File: config.mk
export PLATFORM = sky130hd
export DESIGN_NAME = packed_column_threshold_scan_unit
export DESIGN_NICKNAME = d
export VERILOG_FILES = /design/src/design/pcts_pkg.sv /design/src/design/pcts_unpack.sv /design/src/design/pcts_count.sv /design/src/design/packed_column_threshold_scan_unit.sv
export SDC_FILE = /design/constraint.sdc
export NUM_CORES = 1
export LEC_CHECK = 0
export ABC_CLOCK_PERIOD_IN_PS = 11200
export BUFFER_PORTS_ARGS = -buffer_cell sky130_fd_sc_hd__buf_2
export CELL_PAD_IN_SITES_DETAIL_PLACEMENT = 0
export CELL_PAD_IN_SITES_GLOBAL_PLACEMENT = 1
export CORE_ASPECT_RATIO = 1.2
export CORE_MARGIN = 2
export CORE_UTILIZATION = 40
export CTS_BUF_LIST = sky130_fd_sc_hd__clkbuf_8
export CTS_CLUSTER_SIZE = 8
export DETAILED_ROUTE_END_ITERATION = 6
export PLACE_DENSITY_LB_ADDON = 0.1
export SLEW_MARGIN = 10
export SYNTH_ARGS = -nofsm -noshare
export SYNTH_HDL_FRONTEND = slang
export SYNTH_SLANG_ARGS = --single-unit
File: constraint.sdc
create_clock -name clk -period 11.2 [get_ports clk]
set_input_delay 1.12 -clock clk [delete_from_list [all_inputs] [get_ports clk]]
set_output_delay 1.12 -clock clk [all_outputs]
set_load 0.02 [all_outputs]
File: src/design/pcts_pkg.sv
// shared types and constants for the packed column threshold scan
`default_nettype none

package pcts_pkg;

  localparam int CODE_BITS  = 17;
  localparam int WORD_BITS  = 64;
  localparam int CARRY_BITS = CODE_BITS - 1;
  localparam int EXT_BITS   = WORD_BITS + CARRY_BITS;
  localparam int MAX_CODES  = EXT_BITS / CODE_BITS;
  localparam int LEN_W      = $clog2(CODE_BITS);
  localparam int TOT_W      = $clog2(EXT_BITS + 1);
  localparam int HIT_W      = $clog2(MAX_CODES + 1);
  localparam int CNT_W      = 24;
  localparam int CFG_IDX_W  = 2;
  localparam int CFG_DATA_W = 24;

  localparam logic [CFG_IDX_W-1:0] CFG_THRESHOLD   = 2'd0;
  localparam logic [CFG_IDX_W-1:0] CFG_VALUE_COUNT = 2'd1;

  typedef logic [CODE_BITS-1:0] code_t;

  // codes finished by one word, earliest first
  typedef struct packed {
    logic [MAX_CODES-1:0]             complete;
    logic [MAX_CODES-1:0][CODE_BITS-1:0] code;
  } code_bundle_t;

endpackage

`default_nettype wire

File: src/design/pcts_unpack.sv
// splits a packed word plus leftover bits into codes and keeps the leftover
`default_nettype none

module pcts_unpack (
  input  wire                                  clk,
  input  wire                                  rst_n,
  input  wire                                  step,
  input  wire  [pcts_pkg::WORD_BITS-1:0]       word,
  input  wire                                  first_word,
  output pcts_pkg::code_bundle_t               codes
);

  logic [pcts_pkg::CARRY_BITS-1:0] carry_bits_r;
  logic [pcts_pkg::CARRY_BITS-1:0] carry_bits_nxt;
  logic [pcts_pkg::LEN_W-1:0]      carry_len_r;
  logic [pcts_pkg::LEN_W-1:0]      carry_len_nxt;

  logic [pcts_pkg::CARRY_BITS-1:0] bits_eff;
  logic [pcts_pkg::LEN_W-1:0]      len_eff;
  logic [pcts_pkg::EXT_BITS-1:0]   ext;
  logic [pcts_pkg::EXT_BITS-1:0]   aligned;
  logic [pcts_pkg::LEN_W-1:0]      shamt;
  logic [pcts_pkg::TOT_W-1:0]      avail;
  logic [pcts_pkg::TOT_W-1:0]      rem;
  logic [pcts_pkg::CARRY_BITS-1:0] keep_mask;

  always_comb begin
    bits_eff = first_word ? '0 : carry_bits_r;
    len_eff  = first_word ? '0 : carry_len_r;
    ext      = {bits_eff, word};
    // left-justify the live bits so code slots sit at fixed positions
    shamt    = pcts_pkg::LEN_W'(pcts_pkg::CARRY_BITS) - len_eff;
    aligned  = ext << shamt;
    avail    = pcts_pkg::TOT_W'(len_eff) + pcts_pkg::TOT_W'(pcts_pkg::WORD_BITS);
    rem      = avail;
    for (int j = 0; j < pcts_pkg::MAX_CODES; j++) begin
      codes.code[j]     = aligned[pcts_pkg::EXT_BITS-1-j*pcts_pkg::CODE_BITS -:
                                  pcts_pkg::CODE_BITS];
      codes.complete[j] = avail >= pcts_pkg::TOT_W'((j + 1) * pcts_pkg::CODE_BITS);
      if (codes.complete[j]) begin
        rem = rem - pcts_pkg::TOT_W'(pcts_pkg::CODE_BITS);
      end
    end
    carry_len_nxt  = rem[pcts_pkg::LEN_W-1:0];
    keep_mask      = ~({pcts_pkg::CARRY_BITS{1'b1}} << carry_len_nxt);
    carry_bits_nxt = ext[pcts_pkg::CARRY_BITS-1:0] & keep_mask;
  end

  always_ff @(posedge clk) begin
    if (!rst_n) begin
      carry_bits_r <= '0;
      carry_len_r  <= '0;
    end else if (step) begin
      carry_bits_r <= carry_bits_nxt;
      carry_len_r  <= carry_len_nxt;
    end
  end

endmodule

`default_nettype wire

File: src/design/pcts_count.sv
// threshold compare and running counters for the codes of one word
`default_nettype none

module pcts_count (
  input  wire                                clk,
  input  wire                                rst_n,
  input  wire                                step,
  input  wire                                first_word,
  input  wire  pcts_pkg::code_bundle_t       codes,
  input  wire  [pcts_pkg::CODE_BITS-1:0]     threshold,
  input  wire  [pcts_pkg::CNT_W-1:0]         value_count,
  output logic [pcts_pkg::HIT_W-1:0]         word_matches,
  output logic [pcts_pkg::CNT_W-1:0]         total_matches,
  output logic                               done_res
);

  logic [pcts_pkg::CNT_W-1:0] seen_r;
  logic [pcts_pkg::CNT_W-1:0] seen_nxt;
  logic [pcts_pkg::CNT_W-1:0] total_r;
  logic [pcts_pkg::CNT_W-1:0] total_nxt;

  logic [pcts_pkg::CNT_W-1:0] seen_eff;
  logic [pcts_pkg::CNT_W-1:0] total_eff;
  logic [pcts_pkg::CNT_W:0]   slot;
  logic [pcts_pkg::HIT_W-1:0] hits;
  logic [pcts_pkg::HIT_W-1:0] used;

  always_comb begin
    seen_eff  = first_word ? '0 : seen_r;
    total_eff = first_word ? '0 : total_r;
    hits      = '0;
    used      = '0;
    for (int j = 0; j < pcts_pkg::MAX_CODES; j++) begin
      // code j is live while the codes before it still leave room
      slot = {1'b0, seen_eff} + (pcts_pkg::CNT_W + 1)'(j);
      if (codes.complete[j] && (slot < {1'b0, value_count})) begin
        used = used + 1'b1;
        if (codes.code[j] > threshold) begin
          hits = hits + 1'b1;
        end
      end
    end
    seen_nxt      = seen_eff + pcts_pkg::CNT_W'(used);
    total_nxt     = total_eff + pcts_pkg::CNT_W'(hits);
    word_matches  = hits;
    total_matches = total_nxt;
    done_res      = seen_nxt >= value_count;
  end

  always_ff @(posedge clk) begin
    if (!rst_n) begin
      seen_r  <= '0;
      total_r <= '0;
    end else if (step) begin
      seen_r  <= seen_nxt;
      total_r <= total_nxt;
    end
  end

endmodule

`default_nettype wire

File: src/design/packed_column_threshold_scan_unit.sv
// top level: input register, code unpack, counting and result register
// an accepted word waits in the input register until the result register is free, then its result is registered there
// throughput: one word per cycle while results are taken; unpack and count are combinational
// a result waiting in the output register lets one more word into the input register, then holds further words
// reset (synchronous, active low) clears leftover bits, counters, config registers and valids
`default_nettype none

module packed_column_threshold_scan_unit (
  input  wire                                 clk,
  input  wire                                 rst_n,
  input  wire                                 cfg_valid,
  output logic                                cfg_ready,
  input  wire  [pcts_pkg::CFG_IDX_W-1:0]      cfg_index,
  input  wire  [pcts_pkg::CFG_DATA_W-1:0]     cfg_data,
  input  wire                                 in_valid,
  output logic                                in_ready,
  input  wire  [pcts_pkg::WORD_BITS-1:0]      in_packed_word,
  input  wire                                 in_first_word,
  output logic                                out_valid,
  input  wire                                 out_ready,
  output logic [pcts_pkg::HIT_W-1:0]          out_word_matches,
  output logic [pcts_pkg::CNT_W-1:0]          out_total_matches,
  output logic                                out_done_res
);

  logic [pcts_pkg::CODE_BITS-1:0] threshold_r;
  logic [pcts_pkg::CNT_W-1:0]     value_count_r;

  logic                           in_vld_r;
  logic [pcts_pkg::WORD_BITS-1:0] word_r;
  logic                           first_r;

  logic                           out_vld_r;
  logic [pcts_pkg::HIT_W-1:0]     matches_r;
  logic [pcts_pkg::CNT_W-1:0]     total_r;
  logic                           done_r;

  logic                           adv;
  logic                           in_acc;
  pcts_pkg::code_bundle_t         codes;
  logic [pcts_pkg::HIT_W-1:0]     matches_nxt;
  logic [pcts_pkg::CNT_W-1:0]     total_nxt;
  logic                           done_nxt;

  assign cfg_ready = 1'b1;
  assign adv       = in_vld_r && (!out_vld_r || out_ready);
  assign in_ready  = !in_vld_r || adv;
  assign in_acc    = in_valid && in_ready;

  always_ff @(posedge clk) begin
    if (!rst_n) begin
      threshold_r   <= '0;
      value_count_r <= '0;
    end else if (cfg_valid) begin
      unique case (cfg_index)
        pcts_pkg::CFG_THRESHOLD:   threshold_r   <= cfg_data[pcts_pkg::CODE_BITS-1:0];
        pcts_pkg::CFG_VALUE_COUNT: value_count_r <= cfg_data[pcts_pkg::CNT_W-1:0];
        default: ;
      endcase
    end
  end

  pcts_unpack u_unpack (
    .clk        (clk),
    .rst_n      (rst_n),
    .step       (adv),
    .word       (word_r),
    .first_word (first_r),
    .codes      (codes)
  );

  pcts_count u_count (
    .clk           (clk),
    .rst_n         (rst_n),
    .step          (adv),
    .first_word    (first_r),
    .codes         (codes),
    .threshold     (threshold_r),
    .value_count   (value_count_r),
    .word_matches  (matches_nxt),
    .total_matches (total_nxt),
    .done_res      (done_nxt)
  );

  always_ff @(posedge clk) begin
    if (!rst_n) begin
      in_vld_r  <= 1'b0;
      out_vld_r <= 1'b0;
    end else begin
      in_vld_r  <= in_acc || (in_vld_r && !adv);
      out_vld_r <= adv || (out_vld_r && !out_ready);
    end
  end

  always_ff @(posedge clk) begin
    if (in_acc) begin
      word_r  <= in_packed_word;
      first_r <= in_first_word;
    end
    if (adv) begin
      matches_r <= matches_nxt;
      total_r   <= total_nxt;
      done_r    <= done_nxt;
    end
  end

  assign out_valid         = out_vld_r;
  assign out_word_matches  = matches_r;
  assign out_total_matches = total_r;
  assign out_done_res      = done_r;

endmodule

`default_nettype wire

## Word level (Yosys, flattened, before mapping)

Index checks and enable logic that the tools add are counted.

- $add $sub $neg: 17
- Multipliers: 0
- Divide/modulo/power cells: 0
- Order comparisons: 13
- Equal/unequal tests: 1
- Shifts and indexed selects: 2
- Multiplexer cells: 20
- Bitwise logic cells: 2
- Reduce and logical (&&, ||, !) cells: 19

Operators with widths:

| kind | number |
|---|---|
| $shl A80 B5 Y80 | 1 |
| $lt A25 B24 Y1 | 3 |
| $gt A17 B17 Y1 | 4 |
| $add A24 B2 Y25 const B | 2 |
| $add A24 B3 Y24 | 2 |
| $mux W24 | 2 |
| $mux W3 | 10 |
| $add A24 B1 Y25 const B | 1 |
| $mux W5 | 5 |
| $ge A24 B24 Y1 | 1 |
| $lt A24 B24 Y1 | 1 |
| $sub A5 B5 Y5 const B | 4 |
| $and A16 B16 Y16 | 1 |
| $mux W16 | 1 |
| $not A16 Y16 | 1 |
| $shl A16 B5 Y16 const A | 1 |
| $add A3 B1 Y3 const B | 5 |
| $ge A7 B6 Y1 const B | 2 |
| $logic_and A1 B1 Y1 | 8 |
| $add A5 B7 Y7 const B | 1 |
| $ge A7 B5 Y1 const B | 1 |
| $ge A7 B7 Y1 const B | 1 |
| $sub A5 B5 Y5 const A | 1 |
| $logic_not A1 Y1 | 4 |
| other kinds (6) | 11 |

- Flip-flop bits (word level): 205
- Bits in latches: 0
- RAM bits: 0
- Bits in read-only memories: 0
- Input bits: 96
- Output and inout port bits: 31
- Word-level logic and storage cells: 87
- Memories: 0

## Longest topological paths before layout

Gate-level depths: netlist of the first run.

- Word-level depth: 16
- Mapped depth: 43

## By module

A second synthesis of the first run with hierarchy kept.

- Cells, all modules: 2170
- Area, all modules: 18935.7 um^2

Modules (own cells, without submodules):

| module | instances | cells each | area an instance (um^2) | sequential area each (um^2) |
|---|---|---|---|---|
| pcts_count | 1 | 1114 | 8779.7 | 960.9 |
| pcts_unpack | 1 | 791 | 5694.2 | 420.4 |
| packed_column_threshold_scan_unit | 1 | 265 | 4461.8 | 3653.5 |

## Worst setup path after synthesis of the first run

No wires, ideal clock.

- Path type: reg-to-reg
- From: reg first_r
- To: reg done_r, in the netlist out_done_res (data pin)
- Data arrival time: 7896 ps
- Required time: 10938 ps
- Slack: 3042 ps
- Stages on the path, launching flop included: 44
- Buffers on the path: 8
- Path through: edfxtp_1 > buf_6 > buf_6 > buf_6 > buf_2 > clkbuf_1 > clkbuf_1 > clkbuf_1 > nor2b_1 > ha_1 > nand4_1 > nor2_1 > nand2_1 > nor2_1 > nand3_1 > xor2_1 > nor2_1 > ha_1 > [8 not listed] > ha_1 > mux2_2 > ha_1 > a21o_1 > a21oi_1 > nand2b_1 > clkbuf_1 > nor2_1 > xor2_1 > ha_1 > a21o_1 > a21o_1 > a21oi_1 > o21ai_0 > a21o_1 > a21oi_1 > o2111ai_1 > a2bb2oi_1

- Word-level cells in the longest chain between the ends: 13
- Elaborated cells on any way between the ends: 27
- Classes of those cells: 8 x add/sub; 9 x order compare; 6 x mux; 4 x reduce/logical

Ends and longest elaborated chain:

| what | RTL line | RTL |
|---|---|---|
| start: declaration | packed_column_threshold_scan_unit.sv:31 | `logic first_r;` |
| start signal: assignment | packed_column_threshold_scan_unit.sv:98 | `first_r <= in_first_word;` |
| branches (longest 11 deep; another with $add A24 B1 Y25) | n/a |  |
| $add A24 B3 Y24 * | pcts_count.sv:43 | `seen_nxt = seen_eff + pcts_pkg::CNT_W'(used);` |
| via u_count.seen_nxt (one bit) | pcts_count.sv:18 | `logic [pcts_pkg::CNT_W-1:0] seen_nxt;` |
| $ge A24 B24 Y1 * | pcts_count.sv:47 | `done_res = seen_nxt >= value_count;` |
| via done_nxt | packed_column_threshold_scan_unit.sv:43 | `logic done_nxt;` |
| end signal: assignment | packed_column_threshold_scan_unit.sv:103 | `done_r <= done_nxt;` |
| end: declaration | packed_column_threshold_scan_unit.sv:36 | `logic done_r;` |

Mark *: on every way through the listed nets, which the timed path passes.
A chain may end at the register's enable or synchronous reset.

## Worst setup path after layout of the first run

- From: reg first_r
- To: reg total_r, in the netlist out_total_matches[23] (data pin)

- Word-level cells in the longest chain between the ends: 16
- Elaborated cells on any way between the ends: 38
- Classes of those cells: 9 x add/sub; 12 x order compare; 1 x shift; 12 x mux; 4 x reduce/logical

Ends and longest elaborated chain:

| what | RTL line | RTL |
|---|---|---|
| $mux W5 | pcts_unpack.sv:29 | `len_eff = first_word ? '0 : carry_len_r;` |
| $sub A5 B5 Y5 | pcts_unpack.sv:32 | `shamt = pcts_pkg::LEN_W'(pcts_pkg::CARRY_BITS) - len_eff;` |
| $shl A80 B5 Y80 | pcts_unpack.sv:33 | `aligned = ext << shamt;` |
| $gt A17 B17 Y1 | pcts_count.sv:38 | `if (codes.code[j] > threshold) begin` |
| $mux W1 | pcts_count.sv:38 |  |
| $mux W3 | pcts_count.sv:36 | `if (codes.complete[j] && (slot < {1'b0, value_count})) begin` |
| $add A3 B1 Y3 | pcts_count.sv:39 | `hits = hits + 1'b1;` |
| $mux W3 | pcts_count.sv:38 |  |
| [2 not listed] | n/a |  |
| $mux W3 | pcts_count.sv:38 |  |
| $mux W3 | pcts_count.sv:36 |  |
| $add A3 B1 Y3 | pcts_count.sv:39 |  |
| $mux W3 | pcts_count.sv:38 |  |
| $mux W3 * | pcts_count.sv:36 |  |
| via matches_nxt (one bit) | packed_column_threshold_scan_unit.sv:41 | `logic [pcts_pkg::HIT_W-1:0] matches_nxt;` |
| $add A24 B3 Y24 * | pcts_count.sv:44 | `total_nxt = total_eff + pcts_pkg::CNT_W'(hits);` |
| via total_nxt (one bit) | packed_column_threshold_scan_unit.sv:42 | `logic [pcts_pkg::CNT_W-1:0] total_nxt;` |
| end signal: assignment | packed_column_threshold_scan_unit.sv:102 | `total_r <= total_nxt;` |
| end: declaration | packed_column_threshold_scan_unit.sv:35 | `logic [pcts_pkg::CNT_W-1:0] total_r;` |

The timed path passes the listed nets; every way through them passes the cells marked *.

==> reports/results.tsv, run 1 <==
metric	value	unit
status	finished clean	
setup TNS	0	ns
CP arrival	9.63	ns
worst skew pair latency	0.59	ns
Worst slew margin	0.240	
Peak supply drop	0.0000805	V
overall fraction of global-route tracks in use	0.261	
P_sw	1.10	mW
Post-Syn Area	18300	sq um
top post-synthesis cells by area	edfxtp_1 (15%), mux2i_1 (14%), ha_1 (14%)	
Clock Skew	0.0172	ns
Post-Layout Cell Count	2850	
first-pass GRT wire length	94000	um
grt ovf	0	
PD cells	139	nW/um^2
Ports	127	
FILL cells	4526	
First-pass DRT Iterations	5	
slew of the pin with the lowest slew margin	1.14	ns
root buffer cell	clkbuf_8	
wire length per cell	21.9	um
post-synthesis sequential area ratio	0.276	
Clock Sinks	205	
IO Port Bufs	125	
Final Cycle Share	0.832	
Worst EP required	11.52	ns
vias in the first global route	16000	
internal power	1.70	mW
Yosys top cell by area	edfxtp_1	
layout cells sized above 1	0.118	
Avg Cell Area, Syn	8.50	sq um
die width	199	um
Hold/Removal Path Class	register to register	
CTS tree	done	
FFs w/ async S/R, synth	0	
floorplan row count	85	
slowest stage delay, CP	0.91	ns
Die H	238	um
Multi-input gate area	12400	sq um
clock slew at reported path FFs	0.06	ns
initial antenna violation count	2	
CP most frequent cell	ha_1	
crit-path max FO	34	
cts hold-fix bufs	0	
Flop pwr share	0.313	
Iter 0 DRT Violations	1006	
placed cells	2779	
register area	5030	sq um
Comb pwr share	0.417	
Initial Util	0.406	
Num CTS Buffers	39	
core area	45000	sq um
Final setup viols	0	
Yosys reg bits	205	
final hold vios	0	
DRC	0	
Final min period	9.32	ns
Yosys top cell area share	0.153	
via count	15900	
Synth-to-Final Area Change	10.2	%
post-route ant nets	0	
Crit path max-delay family	adder cells	
LEAKAGE	8.75	nW
Final nets	2513	
Synth Instances	2149	
CP Launch Type	register	
Distinct cells, synth	88	
H-tree levels	2	
Tot Pwr	2.80	mW
CP Capture Type	register	
post-DP HPWL	49100	um
drt total wl	62400	um
post-synth net total	2451	
Post-synth top flop	dfxtp_1	
largest net degree at the start of global routing	80	
gpl congestion	0.958	
Clock power frac	0.270	
RSZ-0062 raised after global routing	false	
die footprint	47400	sq um
Sw Ratio	0.392	
Ys Warns	0	
Crit Path Category	register to register	
via/cell ratio	5.57	
fmax	107	MHz
Clock Path Buffers	3	
setup bufs post-CTS	0	
CP max-delay cell	xor2_4	
Final Max Slew Viols	0	
WP buf/inv	3	
max-capacitance violation count	0	
post-cts sizing count	0	
EDFF count, synth	93	
-- cells by family after synthesis --
group	count (synthesis)	synth area share
other	1	0.000205
adders and majority gates	206	0.142
xor gates and xnor gates	121	0.0606
DFF	205	0.276
and+or+nand+nor	788	0.204
muxes	265	0.147
buffers and inverters	204	0.0466
AOI/OAI and AO/OA	359	0.123
-- worst min-delay path, stage by stage (launching register included) --
cell,delay [ns]
dfxtp_1,0.31
nand2_1,0.05
a21oi_1,0.05
-- path summary, 6_finish.rpt --
path                                                      start                               to  slack, ns  cells after the start
worst max-delay path                          first_r$_DFFE_PP_  out_total_matches[23]$_DFFE_PP_       1.88                     33
worst min-delay path            u_count.total_r[0]$_SDFFE_PN0P_  u_count.total_r[0]$_SDFFE_PN0P_       0.45                      2
worst max register to register                first_r$_DFFE_PP_  out_total_matches[23]$_DFFE_PP_       1.88                     33
worst min register to register  u_count.total_r[0]$_SDFFE_PN0P_  u_count.total_r[0]$_SDFFE_PN0P_       0.45                      2
-- final cells by class --
type / count / area share
timing repair buffer: 154 / 0.0425
multi-input combinational: 1740 / 0.617
tap: 609 / 0.0378
sequential: 205 / 0.250
clock inverter: 22 / 0.00690
antenna: 2 / 0.000249
clock buffer: 47 / 0.0321
inverter: 71 / 0.0135
-- stage by stage --
step	hold slack (ns)	setup slack, ns	util	cell area, sq um
2_1_floorplan	0.432	3.04	-	18300
3_3_place_gp	0.441	2.04	0.430	19300
3_5_place_dp	0.445	1.96	0.430	19300
4_1_cts	0.454	1.89	0.447	20100
5_1_grt	0.470	1.26	0.448	20100
6_report	0.452	1.88	0.448	20100
-- flip-flops by register name, indices dropped and copies added, names as in the netlist, 3 cells and up --
name / count
word_r: 64
out_total_matches: 24
u_count.seen_r: 24
u_count.total_r: 24
value_count_r: 24
threshold_r: 17
u_unpack.carry_bits_r: 16
u_unpack.carry_len_r: 5
out_word_matches: 3
-- routing by layer --
metal / global-route usage / part of all wire / vias to the layer above / routed length (um)
li1: - / - / 7772 / -
met1: 0.308 / 0.41 / 7609 / 25600
met2: 0.474 / 0.52 / 382 / 32200
met3: 0.0287 / 0.033 / 115 / 2080
met4: 0.109 / 0.041 / 0 / 2530
met5: 0 / 0 / - / 0
-- layout by cell type, fill, tap and decap left out, drive strengths merged, types with 76 or more instances in the layout --
cell,instances
buf,154
nor2,158
xnor2,76
nand2,339
dfxtp,112
ha,204
a21oi,150
inv,78
edfxtp,93
mux2i,257
-- power by group through the flow --
stage	combinational (mW)	sequential (mW)	clock, mW
after floorplan	0.809	0.893	0
after global placement	1.14	0.893	0
after detailed placement	1.16	0.893	0
after CTS	1.17	0.877	0.785
after global routing	1.29	0.882	0.816
final	1.17	0.876	0.755
-- Yosys cell counts, types with 10 or more instances --
master / n
ha_1: 204
edfxtp_1: 93
buf_1: 20
nor2b_1: 43
nor3_1: 40
o21ai_0: 70
a211oi_1: 17
clkbuf_1: 82
nor2_1: 158
a21o_1: 28
buf_2: 21
a31oi_1: 11
and2_1: 10
xnor2_1: 75
inv_1: 69
mux2i_1: 257
dfxtp_1: 112
and3_1: 23
xor2_1: 43
nand3_1: 52
a21oi_1: 150
nand2_1: 338
nand4_1: 34
o211ai_1: 12
nand2b_1: 29
No activity file was read; power rests on OpenSTA's default activity.
==> run 2: changes to the inputs <==
--- a/config.mk
+++ b/config.mk
@@ -5,7 +5,7 @@
 export SDC_FILE = /design/constraint.sdc
 export NUM_CORES = 1
 export LEC_CHECK = 0
-export ABC_CLOCK_PERIOD_IN_PS = 11200
+export ABC_CLOCK_PERIOD_IN_PS = 9000
 export BUFFER_PORTS_ARGS = -buffer_cell sky130_fd_sc_hd__buf_2
 export CELL_PAD_IN_SITES_DETAIL_PLACEMENT = 0
 export CELL_PAD_IN_SITES_GLOBAL_PLACEMENT = 1
==> constraint.sdc (replaced) <==
create_clock -name clk -period 9 [get_ports clk]
set_input_delay 0.9 -clock clk [delete_from_list [all_inputs] [get_ports clk]]
set_output_delay 0.9 -clock clk [all_outputs]
set_load 0.02 [all_outputs]
==> run 2 against run 1 <==
Net effect: sequential share of layout area decreased by 0.26 points; cell count grew 0.77%; clock skew is 0.016 ns higher; clock power increased by 27%; setup slack got worse by 1.3 ns; largest power group unchanged; highest routed layer unchanged.
==> reports/results.tsv, run 2 (synthesis results as in run 1) <==
metric	value	unit	change
min-delay src	threshold_r[7]$_SDFFE_PN0P_		was u_count.total_r[0]$_SDFFE_PN0P_
die width	199	um	unchanged
post-route ant nets	0		unchanged
Multi-input gate area	12400	sq um	unchanged
wire length per cell	22.0	um	was 21.9 um
Worst R2R End	out_done_res$_DFFE_PP_		was out_total_matches[23]$_DFFE_PP_
CTS tree	done		unchanged
post-DP HPWL	49900	um	was 49100 um
via count	16000		was 15900
slowest stage delay, CP	0.54	ns	was 0.91 ns
CP arrival	8.85	ns	was 9.63 ns
Clock Sinks	205		unchanged
FF-to-FF path depth	30		was 33
IO Port Bufs	125		unchanged
WHS Endpoint	threshold_r[7]$_SDFFE_PN0P_		was u_count.total_r[0]$_SDFFE_PN0P_
status	finished clean		unchanged
First-pass DRT Iterations	7		was 5
DRC	0		unchanged
setup TNS	0	ns	unchanged
floorplan row count	85		unchanged
Hold/Removal Path Class	register to register		unchanged
final worst slack	0.591	ns	was 1.88 ns
register area	5030	sq um	unchanged
R2R Setup Slk	0.59	ns	was 1.88 ns
Place WS	0.707	ns	was 1.96 ns
Ports	127		unchanged
Biggest register	word_r		unchanged
cts hold-fix bufs	0		unchanged
internal power	2.15	mW	was 1.70 mW
Num CTS Buffers	39		unchanged
FILL cells	4521		was 4526
core area	45000	sq um	unchanged
LEAKAGE	8.90	nW	was 8.75 nW
clock slew at reported path FFs	0.06	ns	about the same
CP Capture Type	register		unchanged
Clock power frac	0.272		was 0.270
die footprint	47400	sq um	unchanged
layout cells sized above 1	0.125		was 0.118
gpl congestion	0.928		was 0.958
post-cts sizing count	0		unchanged
fmax	119	MHz	was 107 MHz
root buffer cell	clkbuf_8		unchanged
H-tree levels	2		unchanged
Synth-to-Final Area Change	11.4	%	was 10.2%
RR Startpoint	first_r$_DFFE_PP_		unchanged
crit-path max FO	27		was 34
WHS Path Cells	2		unchanged
Worst EP required	9.44	ns	was 11.52 ns
Final nets	2536		was 2513
overall fraction of global-route tracks in use	0.265		was 0.261
slew of the pin with the lowest slew margin	1.11	ns	was 1.14 ns
Final setup viols	0		unchanged
first-pass GRT wire length	94900	um	was 94000 um
max reg flops	64		unchanged
most frequent cells in the layout	nand2_1 (338), mux2i_1 (257), ha_1 (203), nor2_1 (158), a21oi_1 (150)		unchanged
Flop pwr share	0.309		was 0.313
Peak supply drop	0.0000877	V	was 0.0000805 V
Worst slew margin	0.262		was 0.240
Final Cycle Share	0.934		was 0.832
Clock Skew	0.0330	ns	was 0.0172 ns
Iter 0 DRT Violations	978		was 1006
max-capacitance violation count	0		unchanged
Sw Ratio	0.392		about the same
Crit Path Category	register to register		unchanged
setup bufs post-CTS	0		unchanged
Final min period	8.41	ns	was 9.32 ns
CP most frequent cell	ha_1		unchanged
CP max-delay cell	ha_1		was xor2_4
Initial Util	0.406		unchanged
Final Max Slew Viols	0		unchanged
Die H	238	um	unchanged
CP Launch Type	register		unchanged
Clock Path Buffers	3		unchanged
via/cell ratio	5.56		was 5.57
final hold vios	0		unchanged
vias in the first global route	16200		was 16000
PD cells	173	nW/um^2	was 139 nW/um^2
RSZ-0062 raised after global routing	false		unchanged
initial antenna violation count	1		was 2
grt ovf	0		unchanged
P_sw	1.38	mW	was 1.10 mW
largest net degree at the start of global routing	81		was 80
commonest non-fill, non-tap cell in the layout	nand2_1		unchanged
drt total wl	63200	um	was 62400 um
Comb pwr share	0.420		was 0.417
worst skew pair latency	0.60	ns	was 0.59 ns
run 2: per-stage QoR:
| stage | power (mW) | utilization | hold WS (ns) | std cells | area (sq um) |
|---|---|---|---|---|---|
| finish | 3.53 | 0.452 | 0.453 | 2872 | 20300 |
| global route | 3.76 | 0.452 | 0.434 | 2872 | 20300 |
| CTS | 3.56 | 0.452 | 0.426 | 2871 | 20300 |
| detailed placement | 2.58 | 0.435 | 0.447 | 2802 | 19600 |
| global placement | 2.56 | 0.435 | 0.441 | 2802 | 19600 |
| floorplan | 2.12 | - | 0.432 | 2149 | 18300 |
run 2: final cells by class:
cell class	count	area share
Tap cell	609	0.0375
Clock inverter	27	0.0103
Antenna cell	1	0.000123
Multi-Input combinational cell	1740	0.610
Timing Repair Buffer	177	0.0524
Clock buffer	42	0.0284
Sequential cell	205	0.247
Inverter	71	0.0134
run 2: critical path, delay by kind of cell, from the launching register on:
family | cells | cell delay, ns
muxes | 1 | 0.27
AOI/OAI and AO/OA | 7 | 1.16
buffers and inverters | 2 | 0.40
adders and majority gates | 6 | 1.90
xor gates and xnor gates | 2 | 0.35
and+or+nand+nor | 12 | 3.74
DFF | 1 | 0.41
run 2: worst max path at each step:
stage	to	cells past startpoint	slack, ns	startpoint
2_1_floorplan	out_done_res$_DFFE_PP_	43	0.84	first_r$_DFFE_PP_
3_3_place_gp	out_done_res$_DFFE_PP_	33	0.79	first_r$_DFFE_PP_
3_5_place_dp	out_done_res$_DFFE_PP_	33	0.71	first_r$_DFFE_PP_
4_1_cts	out_done_res$_DFFE_PP_	33	0.65	first_r$_DFFE_PP_
5_1_grt	out_done_res$_DFFE_PP_	33	0.02	first_r$_DFFE_PP_
6_report	out_done_res$_DFFE_PP_	30	0.59	first_r$_DFFE_PP_
run 2: power by group through the flow:
stage          sequential, mW  clock [mW]  combinational [mW]
2_1_floorplan            1.11           0                1.01
3_3_place_gp             1.11           0                1.45
3_5_place_dp             1.11           0                1.47
4_1_cts                  1.09       0.992                1.48
5_1_grt                  1.10        1.03                1.64
6_report                 1.09       0.958                1.48
run 2: per-layer routing:
layer,track usage,up-vias,share of wire
met1,0.316,7597,0.42
met5,0,-,0
met2,0.472,393,0.50
li1,-,7827,-
met3,0.0310,137,0.036
met4,0.120,0,0.046
==> run 3: changes to the inputs <==
--- a/config.mk
+++ b/config.mk
@@ -15,7 +15,7 @@
 export CTS_BUF_LIST = sky130_fd_sc_hd__clkbuf_8
 export CTS_CLUSTER_SIZE = 8
 export DETAILED_ROUTE_END_ITERATION = 6
-export PLACE_DENSITY_LB_ADDON = 0.1
+export PLACE_DENSITY = 0.75
 export SLEW_MARGIN = 10
 export SYNTH_ARGS = -nofsm -noshare
 export SYNTH_HDL_FRONTEND = slang
==> run 3 against run 2 <==
Net effect: setup slack improved by 0.016 ns; clock power down 2.9%; total power down 1.7%; wire length fell by 5.3%; maximum frequency increased by 0.19%; critical path depth increased by 3; critical path type unchanged; largest cell class unchanged.
==> reports/results.tsv, run 3 (synthesis results as in run 1) <==
metric	value	unit	change
Hold/Removal Path Class	register to register		unchanged
CP max-delay cell	or4_1		was ha_1
First-pass DRT Iterations	5		was 7
setup TNS	0	ns	unchanged
commonest non-fill, non-tap cell in the layout	nand2_1		unchanged
Worst slew margin	0.303		was 0.262
worst skew pair latency	0.63	ns	was 0.60 ns
most frequent cells in the layout	nand2_1 (338), mux2i_1 (257), ha_1 (203), nor2_1 (158), a21oi_1 (150)		unchanged
met2 WL	31500	um	was 31800 um
core area	45000	sq um	unchanged
R2R Setup Slk	0.61	ns	was 0.59 ns
Crit Path Category	register to register		unchanged
wire length per cell	20.9	um	was 22.0 um
post-DP HPWL	47500	um	was 49900 um
Die H	238	um	unchanged
Final setup viols	0		unchanged
CP most frequent cell	ha_1		unchanged
IO Port Bufs	125		unchanged
Biggest register	word_r		unchanged
post-route ant nets	0		unchanged
Num CTS Buffers	38		was 39
WL met3	2160	um	was 2250 um
overall fraction of global-route tracks in use	0.250		was 0.265
Final nets	2533		was 2536
Initial Util	0.406		unchanged
LEAKAGE	8.89	nW	was 8.90 nW
hold slack final	0.451	ns	was 0.453 ns
via count	16000		about the same
vias in the first global route	16000		was 16200
initial antenna violation count	1		unchanged
CP Launch Type	register		unchanged
PD cells	170	nW/um^2	was 173 nW/um^2
grt ovf	0		unchanged
slowest stage delay, CP	0.55	ns	was 0.54 ns
die footprint	47400	sq um	unchanged
max-capacitance violation count	0		unchanged
floorplan row count	85		unchanged
Worst EP required	9.47	ns	was 9.44 ns
Synth-to-Final Area Change	11.4	%	unchanged
final hold vios	0		unchanged
layout cells sized above 1	0.126		was 0.125
CP arrival	8.86	ns	was 8.85 ns
clock slew at reported path FFs	0.06	ns	about the same
Crit path max-delay family	simple AND/OR/NAND/NOR gates		unchanged
CTS tree	done		unchanged
gpl congestion	0.964		was 0.928
via/cell ratio	5.57		was 5.56
max reg flops	64		unchanged
fmax	119	MHz	about the same
DRC	0		unchanged
Clock Path Buffers	3		unchanged
Clock Sinks	205		unchanged
drt total wl	59800	um	was 63200 um
RSZ-0062 raised after global routing	false		unchanged
Clock Skew	0.0450	ns	was 0.0330 ns
Final Cycle Share	0.933		was 0.934
CP Capture Type	register		unchanged
first-pass GRT wire length	90900	um	was 94900 um
Final min period	8.39	ns	was 8.41 ns
largest net degree at the start of global routing	86		was 81
status	finished clean		unchanged
WP buf/inv	2		unchanged
root buffer cell	clkbuf_8		unchanged
Peak supply drop	0.0000823	V	was 0.0000877 V
die width	199	um	unchanged
Ports	127		unchanged
Iter 0 DRT Violations	984		was 978
Final Max Slew Viols	0		unchanged
crit-path max FO	9		was 27
Tot Pwr	3.47	mW	was 3.53 mW
H-tree levels	2		unchanged
Metal-1 WL	23400	um	was 26300 um
slew of the pin with the lowest slew margin	1.04	ns	was 1.11 ns
top sig layer	met4		unchanged
run 3: worst paths after layout:
kind,from,to,cells after the start
max reg2reg,first_r$_DFFE_PP_,out_done_res$_DFFE_PP_,33
min reg2reg,u_count.total_r[2]$_SDFFE_PN0P_,u_count.total_r[2]$_SDFFE_PN0P_,2
min,u_count.total_r[2]$_SDFFE_PN0P_,u_count.total_r[2]$_SDFFE_PN0P_,2
max,first_r$_DFFE_PP_,out_done_res$_DFFE_PP_,33
run 3: repair_timing:
action / 4_1_cts / 5_1_grt
setup buffers: 0 / 3
hold buffers: 0 / 0
resized for setup: 0 / 3
setup endpoints to repair: 0 / 1
run 3: per-stage QoR:
step | utilization | worst slack, ns | instances | cell area, sq um
finish | 0.452 | 0.607 | 2868 | 20300
global route | 0.452 | 0.0304 | 2868 | 20300
CTS | 0.451 | 0.364 | 2864 | 20300
detailed placement | 0.434 | 0.430 | 2797 | 19500
global placement | 0.434 | 0.553 | 2797 | 19500
floorplan | - | 0.842 | 2149 | 18300
run 3: metal layers:
metal  global-route usage  up-vias
li1                     -     7811
met1                0.277     7615
met2                0.463      399
met3               0.0335      148
met4                0.126        0
met5                    0        -
run 3: report_power, final:
group	internal [mW]	leakage (nW)	total [mW]	switching (mW)
clock	0.499	0.431	0.930	0.431
sequential	1.05	1.80	1.09	0.0426
combinational	0.581	6.65	1.45	0.866
run 3: cell type report:
class | count | area (sq um)
clock inverters | 21 | 146
clock buffers | 46 | 633
multi-input cells | 1740 | 12400
repair buffers | 175 | 1060
well taps | 609 | 762
inverters | 71 | 273
fillers | 4478 | 24600
diodes | 1 | 2.50
flip-flops and latches | 205 | 5030
run 3: worst reg2reg max path: cells and delay by family, from the launching register on:
kind	cells	cell delay, ns
flip-flops	1	0.54
AO/OA/AOI/OAI	7	1.53
buffers and inverters	2	0.28
adder cells (fa/ha/maj)	6	1.64
XOR/XNOR	2	0.33
multiplexers	1	0.27
AND/OR/NAND/NOR	15	3.67
